`config.mk`:
```
export PLATFORM = sky130hd
export DESIGN_NAME = fixed_block_pool_allocator
export DESIGN_NICKNAME = d
export VERILOG_FILES = /design/src/hdl/fbpa_pkg.sv /design/src/hdl/fixed_block_pool_allocator.sv /design/src/hdl/fbpa_ram.sv
export SDC_FILE = /design/constraint.sdc
export NUM_CORES = 2
export LEC_CHECK = 0
export BUFFER_PORTS_ARGS = -buffer_cell sky130_fd_sc_hd__buf_4
export CAP_MARGIN = 20
export CORE_MARGIN = 3
export CORE_UTILIZATION = 31
export DETAILED_ROUTE_END_ITERATION = 7
export PLACE_DENSITY = 0.42
export SLEW_MARGIN = 20
export SYNTH_ARGS = -nofsm -noshare
export SYNTH_HDL_FRONTEND = slang
export SYNTH_SLANG_ARGS = --single-unit
```
`constraint.sdc`:
```
create_clock -name clock -period 18.5 [get_ports clock]
set_input_delay 0.925 -clock clock [delete_from_list [all_inputs] [get_ports clock]]
set_output_delay 0.925 -clock clock [all_outputs]
set_load 0.005 [all_outputs]
```
`src/hdl/fbpa_pkg.sv`:
```
// Shared types, register map and reset defaults for the fixed block pool allocator.
// Used by fixed_block_pool_allocator; has no dependencies of its own.
`timescale 1ns / 1ps

package fbpa_pkg;

   // Default size of the link memory (block slots).
   localparam int DEFAULT_MAX_BLOCKS = 256;

   // Field and register widths.
   localparam int COUNT_W  = 9;
   localparam int BYTES_W  = 16;
   localparam int PAD_W    = 13;
   localparam int STRIDE_W = 17;
   localparam int INDEX_W  = 8;
   localparam int OFFSET_W = 25;
   localparam int USED_W   = 24;
   localparam int CSR_ADDR_W = 4;
   localparam int CSR_DATA_W = 32;

   // Register reset values.
   localparam logic [COUNT_W-1:0] RESET_COUNT = 9'd256;
   localparam logic [BYTES_W-1:0] RESET_BYTES = 16'd64;
   localparam logic [PAD_W-1:0]   RESET_PAD   = 13'd8;

   localparam logic [USED_W-1:0] USED_MAX = {USED_W{1'b1}};

   typedef enum logic [1:0] {
      REQ_ALLOC    = 2'd0,
      REQ_FREE     = 2'd1,
      REQ_FREE_ALL = 2'd2,
      REQ_RESIZE   = 2'd3
   } req_kind_type;

   typedef enum logic [1:0] {
      STATUS_OK       = 2'd0,
      STATUS_EMPTY    = 2'd1,
      STATUS_MISMATCH = 2'd2,
      STATUS_RESIZE   = 2'd3
   } status_type;

   typedef enum logic [1:0] {
      REG_BLOCK_COUNT = 2'd0,
      REG_BLOCK_BYTES = 2'd1,
      REG_BLOCK_PAD   = 2'd2,
      REG_UNUSED      = 2'd3
   } reg_index_type;

   typedef enum logic [1:0] {
      ST_IDLE,
      ST_POP,
      ST_BUILD
   } state_type;

endpackage

```
`src/hdl/fixed_block_pool_allocator.sv`:
```
// Fixed block pool allocator: free list of block indices held in a link memory.
// An alloc that pops a block reads the successor link from the link memory, with
// busy high in ST_POP; free, resize and refused allocs answer at accept.
// Free-all and reset rebuild the chain at one link memory write per block, for the
// configured block count (clamped to 1..MAX_BLOCKS), busy held high meanwhile.
// Results are registered and shown on a one-cycle strobe; no stall.
`timescale 1ns / 1ps

module fixed_block_pool_allocator #(
   parameter int MAX_BLOCKS = fbpa_pkg::DEFAULT_MAX_BLOCKS
) (
   input  logic                              clock,
   input  logic                              reset,
   // Request channel.
   input  logic                              start,
   output logic                              busy,
   input  logic [1:0]                        req_type,
   input  logic [fbpa_pkg::INDEX_W-1:0]      req_freed_block,
   input  logic                              req_free_is_null,
   input  logic [fbpa_pkg::BYTES_W-1:0]      req_bytes,
   input  logic [fbpa_pkg::PAD_W-1:0]        req_align,
   // Response channel.
   output logic                              rsp_strobe,
   output logic [1:0]                        rsp_status,
   output logic [fbpa_pkg::INDEX_W-1:0]      rsp_block_index,
   output logic [fbpa_pkg::OFFSET_W-1:0]     rsp_byte_offset,
   output logic [fbpa_pkg::USED_W-1:0]       rsp_used_bytes,
   // Register port.
   input  logic                              psel,
   input  logic                              penable,
   input  logic                              pwrite,
   input  logic [fbpa_pkg::CSR_ADDR_W-1:0]   paddr,
   input  logic [fbpa_pkg::CSR_DATA_W-1:0]   pwdata,
   output logic [fbpa_pkg::CSR_DATA_W-1:0]   prdata,
   output logic                              pready
);

   // A block index needs IDX_W bits; a link also has to hold the end-of-list
   // code, which is MAX_BLOCKS itself, so it is LINK_W bits wide.
   localparam int IDX_W  = $clog2(MAX_BLOCKS);
   localparam int LINK_W = $clog2(MAX_BLOCKS + 1);
   localparam int PROD_W = IDX_W + fbpa_pkg::STRIDE_W;
   localparam logic [LINK_W-1:0] LIST_END = LINK_W'(MAX_BLOCKS);
   // Number of blocks chained by the build that follows reset.
   localparam int RESET_N = (int'(fbpa_pkg::RESET_COUNT) > MAX_BLOCKS) ?
                            MAX_BLOCKS : int'(fbpa_pkg::RESET_COUNT);

   // Control state.
   fbpa_pkg::state_type state_ff, state_in;
   logic [LINK_W-1:0]   head_ff, head_in;
   logic [fbpa_pkg::USED_W-1:0] used_ff, used_in;
   logic [IDX_W-1:0]    build_cnt_ff, build_cnt_in;
   logic [LINK_W-1:0]   build_n_ff, build_n_in;
   logic                build_rsp_ff, build_rsp_in;

   // Configuration registers. The stride (block size plus pad) is kept as a
   // register of its own so that the offset path is a single multiply.
   logic [fbpa_pkg::COUNT_W-1:0]  count_ff, count_in;
   logic [fbpa_pkg::BYTES_W-1:0]  bytes_ff, bytes_in;
   logic [fbpa_pkg::PAD_W-1:0]    pad_ff, pad_in;
   logic [fbpa_pkg::STRIDE_W-1:0] stride_ff, stride_in;

   // Response registers.
   logic                           rsp_strobe_ff, rsp_strobe_in;
   fbpa_pkg::status_type           rsp_status_ff, rsp_status_in;
   logic [fbpa_pkg::INDEX_W-1:0]   rsp_index_ff, rsp_index_in;
   logic [fbpa_pkg::OFFSET_W-1:0]  rsp_offset_ff, rsp_offset_in;
   logic [fbpa_pkg::USED_W-1:0]    rsp_used_ff, rsp_used_in;

   // Link memory ports.
   logic              mem_we;
   logic [IDX_W-1:0]  mem_waddr;
   logic [LINK_W-1:0] mem_wdata;
   logic              mem_re;
   logic [IDX_W-1:0]  mem_raddr;
   logic [LINK_W-1:0] mem_rdata;

   // Helper terms.
   logic                           accept;
   logic                           csr_write;
   fbpa_pkg::reg_index_type        csr_index;
   logic [LINK_W-1:0]              count_clamped;
   logic                           build_last;
   logic [PROD_W-1:0]              offset_product;
   logic [fbpa_pkg::USED_W:0]      used_sum;
   logic                           freed_in_range;

   fbpa_ram #(
      .WIDTH (LINK_W),
      .DEPTH (MAX_BLOCKS)
   ) u_link_ram (
      .clock   (clock),
      .wr_en   (mem_we),
      .wr_addr (mem_waddr),
      .wr_data (mem_wdata),
      .rd_en   (mem_re),
      .rd_addr (mem_raddr),
      .rd_data (mem_rdata)
   );

   assign accept    = start && (state_ff == fbpa_pkg::ST_IDLE);
   assign csr_write = psel && penable && pwrite;
   assign csr_index = fbpa_pkg::reg_index_type'(paddr[3:2]);

   // A block count of zero still gives one block; counts above the memory
   // size are cut to the memory size.
   always_comb begin
      if (count_ff == '0) begin
         count_clamped = LINK_W'(1);
      end else if (int'(count_ff) > MAX_BLOCKS) begin
         count_clamped = LIST_END;
      end else begin
         count_clamped = LINK_W'(count_ff);
      end
   end

   assign build_last     = (LINK_W'(build_cnt_ff) == (build_n_ff - LINK_W'(1)));
   // During the pop cycle head_ff still holds the index that is being handed out.
   assign offset_product = PROD_W'(IDX_W'(head_ff)) * PROD_W'(stride_ff);
   assign used_sum       = {1'b0, used_ff} + (fbpa_pkg::USED_W + 1)'(bytes_ff);
   assign freed_in_range = (int'(req_freed_block) < MAX_BLOCKS);

   // Main sequencer: decodes the transaction, drives the link memory and
   // prepares the response registers.
   always_comb begin
      state_in      = state_ff;
      head_in       = head_ff;
      used_in       = used_ff;
      build_cnt_in  = build_cnt_ff;
      build_n_in    = build_n_ff;
      build_rsp_in  = build_rsp_ff;

      rsp_strobe_in = 1'b0;
      rsp_status_in = fbpa_pkg::STATUS_OK;
      rsp_index_in  = '0;
      rsp_offset_in = '0;
      rsp_used_in   = used_ff;

      mem_we    = 1'b0;
      mem_waddr = IDX_W'(req_freed_block);
      mem_wdata = head_ff;
      mem_re    = 1'b0;
      mem_raddr = IDX_W'(head_ff);

      case (state_ff)
         fbpa_pkg::ST_IDLE: begin
            if (accept) begin
               case (fbpa_pkg::req_kind_type'(req_type))
                  fbpa_pkg::REQ_ALLOC: begin
                     // A size or alignment mismatch wins over an empty pool.
                     if (req_bytes != bytes_ff || req_align != pad_ff) begin
                        rsp_strobe_in = 1'b1;
                        rsp_status_in = fbpa_pkg::STATUS_MISMATCH;
                     end else if (head_ff >= LIST_END) begin
                        rsp_strobe_in = 1'b1;
                        rsp_status_in = fbpa_pkg::STATUS_EMPTY;
                     end else begin
                        // Fetch the successor of the head block.
                        mem_re   = 1'b1;
                        state_in = fbpa_pkg::ST_POP;
                     end
                  end
                  fbpa_pkg::REQ_FREE: begin
                     rsp_strobe_in = 1'b1;
                     if (!req_free_is_null && freed_in_range) begin
                        // Push: the freed block links to the old head.
                        mem_we  = 1'b1;
                        head_in = LINK_W'(req_freed_block);
                        if (used_ff > fbpa_pkg::USED_W'(bytes_ff)) begin
                           used_in = used_ff - fbpa_pkg::USED_W'(bytes_ff);
                        end else begin
                           used_in = '0;
                        end
                        rsp_used_in = used_in;
                     end
                  end
                  fbpa_pkg::REQ_FREE_ALL: begin
                     build_n_in   = count_clamped;
                     build_cnt_in = '0;
                     build_rsp_in = 1'b1;
                     state_in     = fbpa_pkg::ST_BUILD;
                  end
                  fbpa_pkg::REQ_RESIZE: begin
                     rsp_strobe_in = 1'b1;
                     rsp_status_in = fbpa_pkg::STATUS_RESIZE;
                  end
                  default: begin
                     rsp_strobe_in = 1'b1;
                     rsp_status_in = fbpa_pkg::STATUS_RESIZE;
                  end
               endcase
            end
         end
         fbpa_pkg::ST_POP: begin
            // The link read issued at accept is now on mem_rdata.
            head_in = mem_rdata;
            if (used_sum > (fbpa_pkg::USED_W + 1)'(fbpa_pkg::USED_MAX)) begin
               used_in = fbpa_pkg::USED_MAX;
            end else begin
               used_in = fbpa_pkg::USED_W'(used_sum);
            end
            rsp_strobe_in = 1'b1;
            rsp_index_in  = fbpa_pkg::INDEX_W'(head_ff);
            rsp_offset_in = fbpa_pkg::OFFSET_W'(offset_product);
            rsp_used_in   = used_in;
            state_in      = fbpa_pkg::ST_IDLE;
         end
         fbpa_pkg::ST_BUILD: begin
            // Chain the blocks in ascending order, one link per cycle.
            mem_we    = 1'b1;
            mem_waddr = build_cnt_ff;
            mem_wdata = build_last ? LIST_END : LINK_W'(build_cnt_ff) + LINK_W'(1);
            build_cnt_in = build_cnt_ff + IDX_W'(1);
            if (build_last) begin
               build_cnt_in  = '0;
               head_in       = '0;
               used_in       = '0;
               rsp_strobe_in = build_rsp_ff;
               rsp_used_in   = '0;
               build_rsp_in  = 1'b0;
               state_in      = fbpa_pkg::ST_IDLE;
            end
         end
         default: begin
            state_in = fbpa_pkg::ST_IDLE;
         end
      endcase
   end

   // Register writes: software must write only while idle; the block does not check.
   always_comb begin
      count_in  = count_ff;
      bytes_in  = bytes_ff;
      pad_in    = pad_ff;
      stride_in = stride_ff;
      if (csr_write) begin
         case (csr_index)
            fbpa_pkg::REG_BLOCK_COUNT: begin
               count_in = pwdata[fbpa_pkg::COUNT_W-1:0];
            end
            fbpa_pkg::REG_BLOCK_BYTES: begin
               bytes_in  = pwdata[fbpa_pkg::BYTES_W-1:0];
               stride_in = fbpa_pkg::STRIDE_W'(pwdata[fbpa_pkg::BYTES_W-1:0]) +
                           fbpa_pkg::STRIDE_W'(pad_ff);
            end
            fbpa_pkg::REG_BLOCK_PAD: begin
               pad_in    = pwdata[fbpa_pkg::PAD_W-1:0];
               stride_in = fbpa_pkg::STRIDE_W'(bytes_ff) +
                           fbpa_pkg::STRIDE_W'(pwdata[fbpa_pkg::PAD_W-1:0]);
            end
            default: begin
               count_in = count_ff;
            end
         endcase
      end
   end

   // Register read-back.
   always_comb begin
      case (csr_index)
         fbpa_pkg::REG_BLOCK_COUNT: prdata = fbpa_pkg::CSR_DATA_W'(count_ff);
         fbpa_pkg::REG_BLOCK_BYTES: prdata = fbpa_pkg::CSR_DATA_W'(bytes_ff);
         fbpa_pkg::REG_BLOCK_PAD:   prdata = fbpa_pkg::CSR_DATA_W'(pad_ff);
         default:                   prdata = '0;
      endcase
   end

   // State register. Reset starts the chain build for the default block
   // count; that build produces no response.
   always_ff @(posedge clock) begin
      if (reset) begin
         state_ff      <= fbpa_pkg::ST_BUILD;
         head_ff       <= '0;
         used_ff       <= '0;
         build_cnt_ff  <= '0;
         build_n_ff    <= LINK_W'(RESET_N);
         build_rsp_ff  <= 1'b0;
         count_ff      <= fbpa_pkg::RESET_COUNT;
         bytes_ff      <= fbpa_pkg::RESET_BYTES;
         pad_ff        <= fbpa_pkg::RESET_PAD;
         stride_ff     <= fbpa_pkg::STRIDE_W'(fbpa_pkg::RESET_BYTES) +
                          fbpa_pkg::STRIDE_W'(fbpa_pkg::RESET_PAD);
         rsp_strobe_ff <= 1'b0;
      end else begin
         state_ff      <= state_in;
         head_ff       <= head_in;
         used_ff       <= used_in;
         build_cnt_ff  <= build_cnt_in;
         build_n_ff    <= build_n_in;
         build_rsp_ff  <= build_rsp_in;
         count_ff      <= count_in;
         bytes_ff      <= bytes_in;
         pad_ff        <= pad_in;
         stride_ff     <= stride_in;
         rsp_strobe_ff <= rsp_strobe_in;
      end
   end

   // Response payload, qualified by the strobe.
   always_ff @(posedge clock) begin
      rsp_status_ff <= rsp_status_in;
      rsp_index_ff  <= rsp_index_in;
      rsp_offset_ff <= rsp_offset_in;
      rsp_used_ff   <= rsp_used_in;
   end

   // A write to the link memory and a read of it never fall in the same
   // cycle: pushes happen at accept, reads at the next alloc's accept.
   assign busy            = (state_ff != fbpa_pkg::ST_IDLE);
   assign rsp_strobe      = rsp_strobe_ff;
   assign rsp_status      = rsp_status_ff;
   assign rsp_block_index = rsp_index_ff;
   assign rsp_byte_offset = rsp_offset_ff;
   assign rsp_used_bytes  = rsp_used_ff;
   assign pready          = 1'b1;

endmodule

```
`src/hdl/fbpa_ram.sv`:
```
// Generic single-write, single-read synchronous RAM with a registered read port.
// Stand-alone; instantiated by fixed_block_pool_allocator for the link memory.
`timescale 1ns / 1ps

module fbpa_ram #(
   parameter int WIDTH = 9,
   parameter int DEPTH = 256
) (
   input  logic                     clock,
   input  logic                     wr_en,
   input  logic [$clog2(DEPTH)-1:0] wr_addr,
   input  logic [WIDTH-1:0]         wr_data,
   input  logic                     rd_en,
   input  logic [$clog2(DEPTH)-1:0] rd_addr,
   output logic [WIDTH-1:0]         rd_data
);

   logic [WIDTH-1:0] mem_ff [DEPTH];
   logic [WIDTH-1:0] rd_data_ff;

   always_ff @(posedge clock) begin
      if (wr_en) begin
         mem_ff[wr_addr] <= wr_data;
      end
      if (rd_en) begin
         rd_data_ff <= mem_ff[rd_addr];
      end
   end

   assign rd_data = rd_data_ff;

endmodule

```
==> flow_metrics.tcl <==
set metrics [dict create \
    status "completed" \
    slowest_stage "dfxtp_4" \
    hpwlAfterDp_um 176000 \
    cts.repair.resized 0 \
    syn_avg_cell_area_um2 18.7 \
    hp-class "in -> reg" \
    cp.depth 11 \
    avgViaCountPerCell 5.11 \
    antenna_found_initial 21 \
    synthArstFlopShare 0 \
    root_buffer "clkbuf_16" \
    io_buffers 140 \
    max_freq_mhz 144 \
    grt_pass1_wl_um 419000 \
    postCtsSetupBuffers 0 \
    pin_count 176 \
    synth_seq_area_share 0.703 \
    die-area_um2 341000 \
    synth_edf_count 2313 \
    drive_above_1_share 0.238 \
    vdd_ir_drop_max_v 0.0000635 \
    die_h_um 584 \
    start_util 0.312 \
    fp-row-count 211 \
    final_util 0.359 \
    clk_pin_slew_worst_paths_ns 0.06 \
    cp_cell_sequence "buf_4 -> buf_4 -> buf_4 -> buf_12 -> buf_4 -> mux4_2 -> mux4_2 -> a22oi_1 -> nand2_1 -> a22oi_1 -> o221ai_1" \
    grt_usage 0.170 \
    critPathKind "reg -> reg" \
    slew_headroom 0.200 \
    clock_latency_ns 0.88 \
    core_area_um2 332000 \
    critPathLaunchType "flip-flop" \
    max_cap_violations 0 \
    yosys.area.top_type "edfxtp_1" \
    mappedNetlistArea_um2 104000 \
    h-tree-depth 5 \
    setup_viol 0 \
    rrSetupSlack_ns 11.54 \
    path_buf_inv 5 \
    clockBufferDepth 4 \
    hold_buffers 0 \
    first_iter_violations 4431 \
    grt_max_degree 204 \
    rsz0062_at_grt "no" \
    synthFlopType "edfxtp_1" \
    crit_end "u_link_ram.rd_data[4]$_DFFE_PP_" \
    netlist.area_leader.share 0.671 \
    grt-ovfl-total 0 \
    reg2reg_depth 11 \
    yosys-top-cells-count "2313 x edfxtp_1, 720 x mux4_2, 391 x nor2_1" \
    postSynthCellCount 5533 \
    path_max_fanout 82 \
    slew_viol_final 0 \
    finalHoldViolCount 0 \
    crit_path_max_incr_delay_ns 0.82 \
    gp_congestion 0.824 \
    vias 52900 \
    clock_skew_ns 0.0453 \
    crit_start "head_ff[0]$_SDFFE_PP0P_" \
    timing.final.crit_share 0.376 \
    fin_tns_setup_ns 0 \
    clock-sinks 2481 \
    required_ns 19.06 \
    worst_pin_slew_ns 1.20 \
    p_per_area_nw_per_um2 99.6 \
    rr_endpoint "u_link_ram.rd_data[4]$_DFFE_PP_" \
    antenna_left 0 \
    yosysWarningCount 0 \
    r2r_start "head_ff[0]$_SDFFE_PP0P_" \
    wl_um 292000 \
    numCtsBuffers 289 \
    arrival_ns 7.52 \
    grt_pass1_vias 55200 \
    synth_seq_cells 2481 \
    leakage_nw 38.0 \
    synth.top_cells.by_area "edfxtp_1 67%, mux4_2 16%, dfxtp_1 3.2%" \
    cp-end-kind "flip-flop" \
    crit_top_cell "buf_4" \
    drt_first_pass_iters 8 \
    period_needed_ns 6.96 \
    crit_family "buffers and inverters" \
    die_x_um 584 \
    cts_tree "done" \
    post_synth_num_cell_types 83 \
    drc_errors 0 \
    wl_per_cell_um 28.1 \
    yosysMostFrequentCell "edfxtp_1" \
    area_delta_synth_final_pct 15.0 \
    nets 6073 \
]
worst register-to-register path: cells and delay by family, from the launching register on:
family,cells,cell delay [ns]
AOI/OAI and AO/OA,3,0.90
buffers and inverters,5,3.52
DFF,1,0.82
muxes,2,1.23
and+or+nand+nor,1,0.18
placed cells by master, fill, tap and decap left out, drive strengths merged, types with 41 or more instances in the layout:
| cell type | instances |
|---|---|
| a22oi | 51 |
| ha | 117 |
| mux4 | 720 |
| edfxtp | 2313 |
| nand2 | 238 |
| a21oi | 135 |
| fa | 94 |
| inv | 193 |
| clkinv | 107 |
| buf | 249 |
| xor2 | 41 |
| nor2 | 391 |
| nand3 | 43 |
| dfxtp | 168 |
| and2 | 137 |
| o21ai | 76 |
| xnor2 | 56 |
| clkbuf | 376 |
sequential cells by signal (all words and copies together), names as in the netlist:
signal and cells:
build_rsp_ff 1, u_link_ram.mem_ff 2304, used_ff 24, stride_ff 17, rsp_byte_offset 25, build_n_ff 9, build_cnt_ff 8, bytes_ff 16
head_ff 9, rsp_status 2, state_ff 2, rsp_strobe 1, pad_ff 13, count_ff 9, rsp_used_bytes 24, rsp_block_index 8
u_link_ram.rd_data 9
cells by family (layout without fill, tap and decap cells):
logic type / count (synthesis) / after routing / synth area share
buffers and inverters: 492 / 945 / 0.0190
adder cells (fa/ha/maj): 211 / 211 / 0.0323
other: 2 / 20 / 0.0000725
flip-flops: 2481 / 2481 / 0.703
AO/OA/AOI/OAI: 538 / 538 / 0.0358
AND/OR/NAND/NOR: 980 / 980 / 0.0437
multiplexers: 732 / 732 / 0.158
XOR/XNOR: 97 / 97 / 0.00820
routing by layer:
layer | GRT usage | up-vias | share of wire
li1 | - | 22700 | -
met1 | 0.240 | 28400 | 0.44
met2 | 0.274 | 1457 | 0.48
met3 | 0.0289 | 357 | 0.057
met4 | 0.0375 | 4 | 0.021
met5 | 0 | - | 0.000089
worst min-delay path by stage:
| stage | startpoint | end | slack, ns | cells after the start |
|---|---|---|---|---|
| floorplan | count_ff[0]$_SDFFE_PP0P_ | count_ff[0]$_SDFFE_PP0P_ | 0.45 | 2 |
| global placement | build_rsp_ff$_SDFFE_PP0P_ | build_rsp_ff$_SDFFE_PP0P_ | 0.46 | 2 |
| detailed placement | build_rsp_ff$_SDFFE_PP0P_ | build_rsp_ff$_SDFFE_PP0P_ | 0.47 | 2 |
| CTS | pwdata[15] | bytes_ff[15]$_SDFFE_PP0P_ | 0.22 | 3 |
| global route | pwdata[15] | bytes_ff[15]$_SDFFE_PP0P_ | 0.26 | 3 |
| finish | pwdata[15] | bytes_ff[15]$_SDFFE_PP0P_ | 0.33 | 3 |
power by group:
part	switching, mW	leakage, nW	internal, mW	total (mW)
clock network	2.27	4.36	3.19	5.47
logic	0.184	10.9	0.0634	0.247
registers	0.0120	22.7	6.13	6.14
metrics by stage:
step | cell area, um^2 | cells | total power [mW] | setup slack (ns) | hold WS [ns]
final | 119000 | 10400 | 11.9 | 11.54 | 0.328
after CTS | 119000 | 10400 | 12.0 | 11.18 | 0.218
after global placement | 110000 | 9851 | 6.51 | 11.16 | 0.462
after detailed placement | 110000 | 9853 | 6.51 | 11.18 | 0.471
after global routing | 119000 | 10400 | 12.3 | 10.86 | 0.261
after floorplan | 104000 | 5548 | 6.42 | 5.22 | 0.449
layout make-up:
| class | instances | area, um^2 |
|---|---|---|
| well taps | 4366 | 5460 |
| clock inverters | 136 | 1150 |
| inverters | 184 | 701 |
| repair buffers | 249 | 2050 |
| diodes | 3 | 7.51 |
| clock buffers | 376 | 7790 |
| multi-input cells | 2575 | 29100 |
| fillers | 30900 | 213000 |
| flip-flops and latches | 2481 | 72800 |
No activity file was read; power rests on OpenSTA's default activity.
